## src/rtl/imuqf_pkg.sv

```systemverilog
package imuqf_pkg;

    localparam int MUL_W = 36;
    localparam int UOP_W = 6;

    localparam logic signed [63:0] ONE_Q30 = 64'sd1073741824;
    localparam logic signed [63:0] QSAT = 64'sd4294967296;

    localparam logic REG_GAIN_BETA = 1'b0;
    localparam logic REG_TIME_STEP = 1'b1;

    typedef enum logic [UOP_W-1:0] {
        U_AXX, U_AYY, U_AZZ, U_ASQRT, U_DVX, U_DVY, U_DVZ,
        U_F1A, U_F1B, U_F2A, U_F2B, U_F3A, U_F3B,
        U_G0A, U_G0B, U_G1A, U_G1B, U_G1C, U_G2A, U_G2B, U_G2C, U_G3A, U_G3B,
        U_GS0, U_GS1, U_GS2, U_GS3, U_GSQRT, U_GN0, U_GN1, U_GN2, U_GN3,
        U_R0A, U_R0B, U_R0C, U_R0D, U_R0E,
        U_R1A, U_R1B, U_R1C, U_R1D, U_R1E,
        U_R2A, U_R2B, U_R2C, U_R2D, U_R2E,
        U_R3A, U_R3B, U_R3C, U_R3D, U_R3E,
        U_QS0, U_QS1, U_QS2, U_QS3, U_QSQRT, U_QD0, U_QD1, U_QD2, U_QD3,
        U_OUT
    } uop_t;

    typedef enum logic [1:0] {
        S_IDLE, S_RUN, S_WRITE, S_WAIT
    } ctrl_state_t;

    typedef struct packed {
        uop_t uop;
        logic accept;
        logic issue;
        logic write;
        logic start;
        logic load_out;
    } cmd_t;

    typedef struct packed {
        logic unit_done;
        logic asum_zero;
        logic gs_zero;
        logic qs_zero;
        logic out_free;
    } status_t;

    function automatic logic signed [63:0] clamp(input logic signed [63:0] v,
                                                 input logic signed [63:0] lim);
        logic signed [63:0] r;
        r = v;
        if (v > lim)
            r = lim;
        else if (v < -lim)
            r = -lim;
        return r;
    endfunction

    function automatic logic uop_is_unit(input uop_t u);
        return u inside {U_ASQRT, U_DVX, U_DVY, U_DVZ, U_GSQRT, U_GN0, U_GN1, U_GN2,
                         U_GN3, U_QSQRT, U_QD0, U_QD1, U_QD2, U_QD3};
    endfunction

endpackage

```

## src/rtl/imuqf_ctrl.sv

```systemverilog
module imuqf_ctrl (
    input  logic                clk,
    input  logic                rst_n,
    input  logic                sample_valid,
    output logic                sample_stall,
    input  imuqf_pkg::status_t  status,
    output imuqf_pkg::cmd_t     cmd
);
    import imuqf_pkg::*;

    ctrl_state_t state_reg, state_next;
    uop_t pc_reg, pc_next;
    uop_t pc_inc;

    assign pc_inc = uop_t'(pc_reg + UOP_W'(1));

    always_ff @(posedge clk or negedge rst_n)
    begin
        if (!rst_n)
        begin
            state_reg <= S_IDLE;
            pc_reg <= U_AXX;
        end
        else
        begin
            state_reg <= state_next;
            pc_reg <= pc_next;
        end
    end

    always_comb
    begin
        state_next = state_reg;
        pc_next = pc_reg;
        cmd = '0;
        cmd.uop = pc_reg;
        case (state_reg)
            S_IDLE:
            begin
                if (sample_valid)
                begin
                    cmd.accept = 1'b1;
                    pc_next = U_AXX;
                    state_next = S_RUN;
                end
            end
            S_RUN:
            begin
                if (pc_reg == U_OUT)
                begin
                    if (status.out_free)
                    begin
                        cmd.load_out = 1'b1;
                        state_next = S_IDLE;
                    end
                end
                else if ((pc_reg == U_ASQRT && status.asum_zero) ||
                         (pc_reg == U_GSQRT && status.gs_zero))
                    pc_next = U_R0A;
                else if (pc_reg == U_QSQRT && status.qs_zero)
                    pc_next = U_OUT;
                else if (uop_is_unit(pc_reg))
                begin
                    cmd.start = 1'b1;
                    state_next = S_WAIT;
                end
                else
                begin
                    cmd.issue = 1'b1;
                    state_next = S_WRITE;
                end
            end
            S_WRITE:
            begin
                cmd.write = 1'b1;
                pc_next = pc_inc;
                state_next = S_RUN;
            end
            S_WAIT:
            begin
                if (status.unit_done)
                begin
                    pc_next = pc_inc;
                    state_next = S_RUN;
                end
            end
            default: state_next = S_IDLE;
        endcase
    end

    assign sample_stall = state_reg != S_IDLE;
endmodule
```

## config.mk

```make
export PLATFORM = sky130hd
export DESIGN_NAME = imuqf_ctrl
export DESIGN_NICKNAME = d
export VERILOG_FILES = /design/src/rtl/imuqf_pkg.sv /design/src/rtl/imuqf_ctrl.sv
export SDC_FILE = /design/constraint.sdc
export NUM_CORES = 1
export LEC_CHECK = 0
export BUFFER_PORTS_ARGS = -buffer_cell sky130_fd_sc_hd__buf_2
export CAP_MARGIN = 20
export CORE_ASPECT_RATIO = 0.7
export CORE_MARGIN = 3
export CORE_UTILIZATION = 30
export CTS_CLUSTER_DIAMETER = 40
export DETAILED_ROUTE_END_ITERATION = 8
export GPL_TIMING_DRIVEN = 0
export PLACE_DENSITY = 0.52
export SYNTH_ARGS = -nofsm -noshare
export SYNTH_HDL_FRONTEND = slang
export SYNTH_SLANG_ARGS = --single-unit
export TNS_END_PERCENT = 5
```

## constraint.sdc

```tcl
create_clock -name clk -period 1.7 [get_ports clk]
set_input_delay 0.34 -clock clk [delete_from_list [all_inputs] [get_ports clk]]
set_output_delay 0.34 -clock clk [all_outputs]
set_load 0.02 [all_outputs]
```

# Word level (Yosys, flattened, before mapping)
# Cells that the tools add are included.
[totals]
out_inout_bits = 12
wordCells = 66
regBits = 8
inputBits = 8
[op_classes]
n_mux = 29
addsub = 1
n_eq_ne = 25
n_reduce_logical = 9
[ops]
columns = ["cell", "count"]
rows = [
  ["equality test 6 bit, second input constant", 6],
  ["equality test 6 x 5 -> 1 bit, second input constant", 5],
  ["two-way mux 6 bit", 5],
  ["case mux 6 bit (4 select lines)", 1],
  ["equality test 6 x 3 -> 1 bit, second input constant", 3],
  ["two-way mux 1 bit", 15],
  ["two-way mux 2 bit", 7],
  ["nonzero test 14 bit", 1],
  ["inequality test 3 bit, second input constant", 4],
  ["case mux 2 bit (4 select lines)", 1],
  ["adder 6 x 1 -> 6 bit, second input constant", 1],
  ["equality test 6 x 2 -> 1 bit, second input constant", 1],
  ["inequality test 2 bit, second input constant", 3],
  ["AND reduction 5 bit", 1],
  ["equality test 2 bit, second input constant", 2],
  ["AND reduction 4 bit", 1],
  ["logical AND 1 bit", 3],
  ["equality test 2 x 1 -> 1 bit, second input constant", 1],
  ["logical NOT 2 bit", 1],
  ["nonzero test 2 bit", 1],
  ["logical OR 1 bit", 1],
]

# Longest topological paths before layout
[logic_depth]
word_depth = 7
ltp_mapped = 7
mapped_depth_nobuf = 7

# Worst setup path before layout
# No wires, ideal clock.
[synth_timing]
path_type = "register -> output"
startpoint = "register pc_reg[0]"
endpoint = "output port cmd[1] (netlist bit)"
stages_incl_launch_ff = 6
arrival_time_ps = 1903
n_path_buf = 0
setup_slack_ps = -543
cell_sequence = "dfrtp_1 > ha_1 > nand2b_1 > a211oi_2 > or3_2 > nor3_1"
[synth_lines]
columns = ["element", "line", "source"]
rows = [
  ["start, declared", "imuqf_ctrl.sv:12", "uop_t pc_reg, pc_next;"],
  ["start signal, assigned", "imuqf_ctrl.sv:27", "pc_reg <= pc_next;"],
  ["end, declared", "imuqf_ctrl.sv:7", "output imuqf_pkg::cmd_t cmd"],
]

==> impl_metrics.env <==
export IMPL_place_area_sq_um=843.3
export IMPL_die_h_microns=45.23
export IMPL_clk_latency_ns=0.27
export IMPL_grt_pass1_vias=630
export IMPL_largest_reg_flops=6
export IMPL_syn_area_sq_um=659.4
export IMPL_die_area_sq_mm=0.002806
export IMPL_avgSynthCellArea_sq_um=7.944
export IMPL_final_cell_area_sq_um=973.4
export IMPL_finalSetupViolCount=7
export IMPL_cts_buffers=3
export IMPL_wl_per_cell_microns=13.43
export IMPL_vias=705
export IMPL_dp_hpwl_microns=1346
export IMPL_required_ns=1.36
export IMPL_synth_simple_gate_area_frac=0.2827
export IMPL_ios=20
export IMPL_dpl_worst_slack_ns=-0.2167
export IMPL_yosysTopAreaCell="dfrtp_1"
export IMPL_ys_warn_count=0
export IMPL_place_congestion=0.7584
export IMPL_critPathMaxFanout=5
export IMPL_power_leakage_nw=0.4441
export IMPL_holdCritPathClass="primary input to register"
export IMPL_fin_hold_ws_ns=0.2670
export IMPL_dr_pass1_iters=4
export IMPL_power_density_mw_per_mm2=1784
export IMPL_antenna_found_initial=0
export IMPL_synth_edf_count=0
export IMPL_synthAdderAreaFrac=0.07590
export IMPL_drive_gt1_frac=0.4554
export IMPL_tritoncts="yes"
export IMPL_core_sq_mm=0.001968
export IMPL_synthCells=83
export IMPL_tightest_slew_ns=0.5727
export IMPL_synth_xor_area_frac=0
export IMPL_cp_start_kind="register"
export IMPL_finClkSkew_ns=0.004894
export IMPL_clk_path_buf_depth=2
export IMPL_synth_top_family_by_area="simple AND/OR/NAND/NOR gates"
export IMPL_clock_root_buffer="clkbuf_4"
export IMPL_fmax_ghz=0.4625
export IMPL_gr_total_overflow=0
export IMPL_maxSlewViolCount=0
export IMPL_synth_nets=95
export IMPL_layout_setup_ws_ns=-0.4624
export IMPL_synthArstFlopShare=1.000
export IMPL_hold_viol=0
export IMPL_synth_distinct_cells=30
export IMPL_wirelength_microns=1907
export IMPL_nFillCells=200
export IMPL_rsz0062_at_grt="true"
export IMPL_die_w_microns=62.04
export IMPL_design_power_total_w=0.001737
export IMPL_synthFlopType="dfrtp_1"
export IMPL_violations="setup timing"
export IMPL_critical_path_endpoint_type="primary output"
export IMPL_areaGrowthSynthToFinish_pct=47.63
export IMPL_ys_seq_area_frac=0.3036
export IMPL_synth_mux_area_frac=0.01518
export IMPL_grt_max_degree=11
export IMPL_status="finished with violations"
export IMPL_ys_ff_latch=8
export IMPL_synth_top_area_share=0.3036
export IMPL_ir_drop_uv=728.6
export IMPL_fin_crit_ns=2.162
export IMPL_track_usage=0.1538
export IMPL_drc=0
export IMPL_start_util=0.3350
export IMPL_slew_headroom=0.6149
export IMPL_synthTopCellsByArea="dfrtp_1 (30%), ha_1 (7.6%), nand2_1 (6.3%)"
export IMPL_path_class="register to primary output"
export IMPL_clk_pin_slew_ns=0.07
export IMPL_maxCapViolations=0
export IMPL_drtIter0Drc=40
export IMPL_vias_per_cell=4.965
export IMPL_htree_levels=1
export IMPL_final_nets=125
export IMPL_antenna_cells=0
export IMPL_grt_first_pass_wirelength_microns=3091
export IMPL_arrival_ns=1.82
export IMPL_port_buffers=19
export IMPL_synth_compound_area_frac=0.2353
export IMPL_ant_nets=0
export IMPL_setup_tns_ns=-1.267
export IMPL_rows=13
export IMPL_clock_sinks=8
export IMPL_min_period_over_period=1.272
## where the power goes
part	internal [W]	switching, W	leakage (nW)
Sequential	0.000276	0.0000813	0.0966
Clock	0.0000909	0.0000845	0.0150
Combinational	0.000532	0.000672	0.333
Total	0.000899	0.000837	0.444
## logic make-up (layout without fill, tap and decap cells)
kind of cell	count (synthesis)	in the layout
compound gates	22	22
fa+ha+maj	4	4
buf+inv	11	40
flops	8	8
mux	1	1
simple gates	37	37
## synthesized netlist by cell type (all sizes together), types with 2 or more instances
cell type	number
dfrtp	8
clkbuf	2
a21oi	3
nor2	5
nand2b	2
nor3	6
ha	4
nor2b	2
o21ai	7
inv	6
buf	3
a22o	2
a211oi	3
nand2	11
nand3	6
a21o	2
## path summary, 6_finish.rpt
path / cells after the start / endpoint / slack [ns] / from
hold reg to reg: 3 / pc_reg[4] / 0.62 / pc_reg[4]
max in group asynchronous: 2 / pc_reg[1] / 1.04 / rst_n
min in group asynchronous: 2 / pc_reg[4] / 0.45 / rst_n
hold / removal: 2 / state_reg[0] / 0.27 / status[0]
setup / recovery: 5 / cmd[3] / -0.46 / pc_reg[0]
setup reg to reg: 7 / pc_reg[5] / -0.06 / pc_reg[4]
## timing repair
item | in CTS | in global routing
endpoints found under the setup margin | 10 | 11
resized for setup | 15 | 6
hold buffers | 1 | 0
pin swaps | 4 | 4
hold endpoints to repair | 8 | 0
buffers inserted | 3 | 2
## metal layers
metal  track usage  vias up  share of wire
li1              -      350              -
met1        0.2363      329           0.49
met2        0.2004       24           0.44
met3       0.04286        2          0.068
met4       0.05085        0         0.0031
met5             0        -              0
## layout make-up
cell class / count / area, sq um / share of cell area
Tap cell: 30 / 37.54 / 0.03856
Multi-Input combinational cell: 64 / 475.5 / 0.4884
Inverter: 6 / 22.52 / 0.02314
Clock buffer: 4 / 26.28 / 0.02699
Timing Repair Buffer: 25 / 165.2 / 0.1697
Sequential cell: 8 / 203.9 / 0.2095
Buffer: 5 / 42.54 / 0.04370
## critical path: stages (launching register included)
cell and delay, ns:
dfrtp_2 0.46, ha_4 0.20, a211o_1 0.29, a21o_1 0.19, a211oi_4 0.27, buf_6 0.15
## through the flow
step | util | std cells
2_1_floorplan | - | 83
3_3_place_gp | 0.4285 | 132
3_5_place_dp | 0.4285 | 132
4_1_cts | 0.4825 | 140
5_1_grt | 0.4946 | 142
6_report | 0.4946 | 142
## cells in the final DEF, fill, tap and decap left out, types with 2 or more instances in the layout
master / instances
buf_6: 6
dfrtp_1: 5
nor2_1: 3
a211oi_2: 2
a21oi_1: 3
inv_1: 4
nor2b_1: 2
nand3_1: 5
clkbuf_4: 3
buf_2: 16
a22o_1: 2
dfrtp_2: 3
nand2_1: 11
nor3_1: 5
nor2_4: 2
buf_4: 6
o21ai_0: 5
ha_1: 2
a21o_1: 2
inv_2: 2
Power figures use the tool's default switching activity.
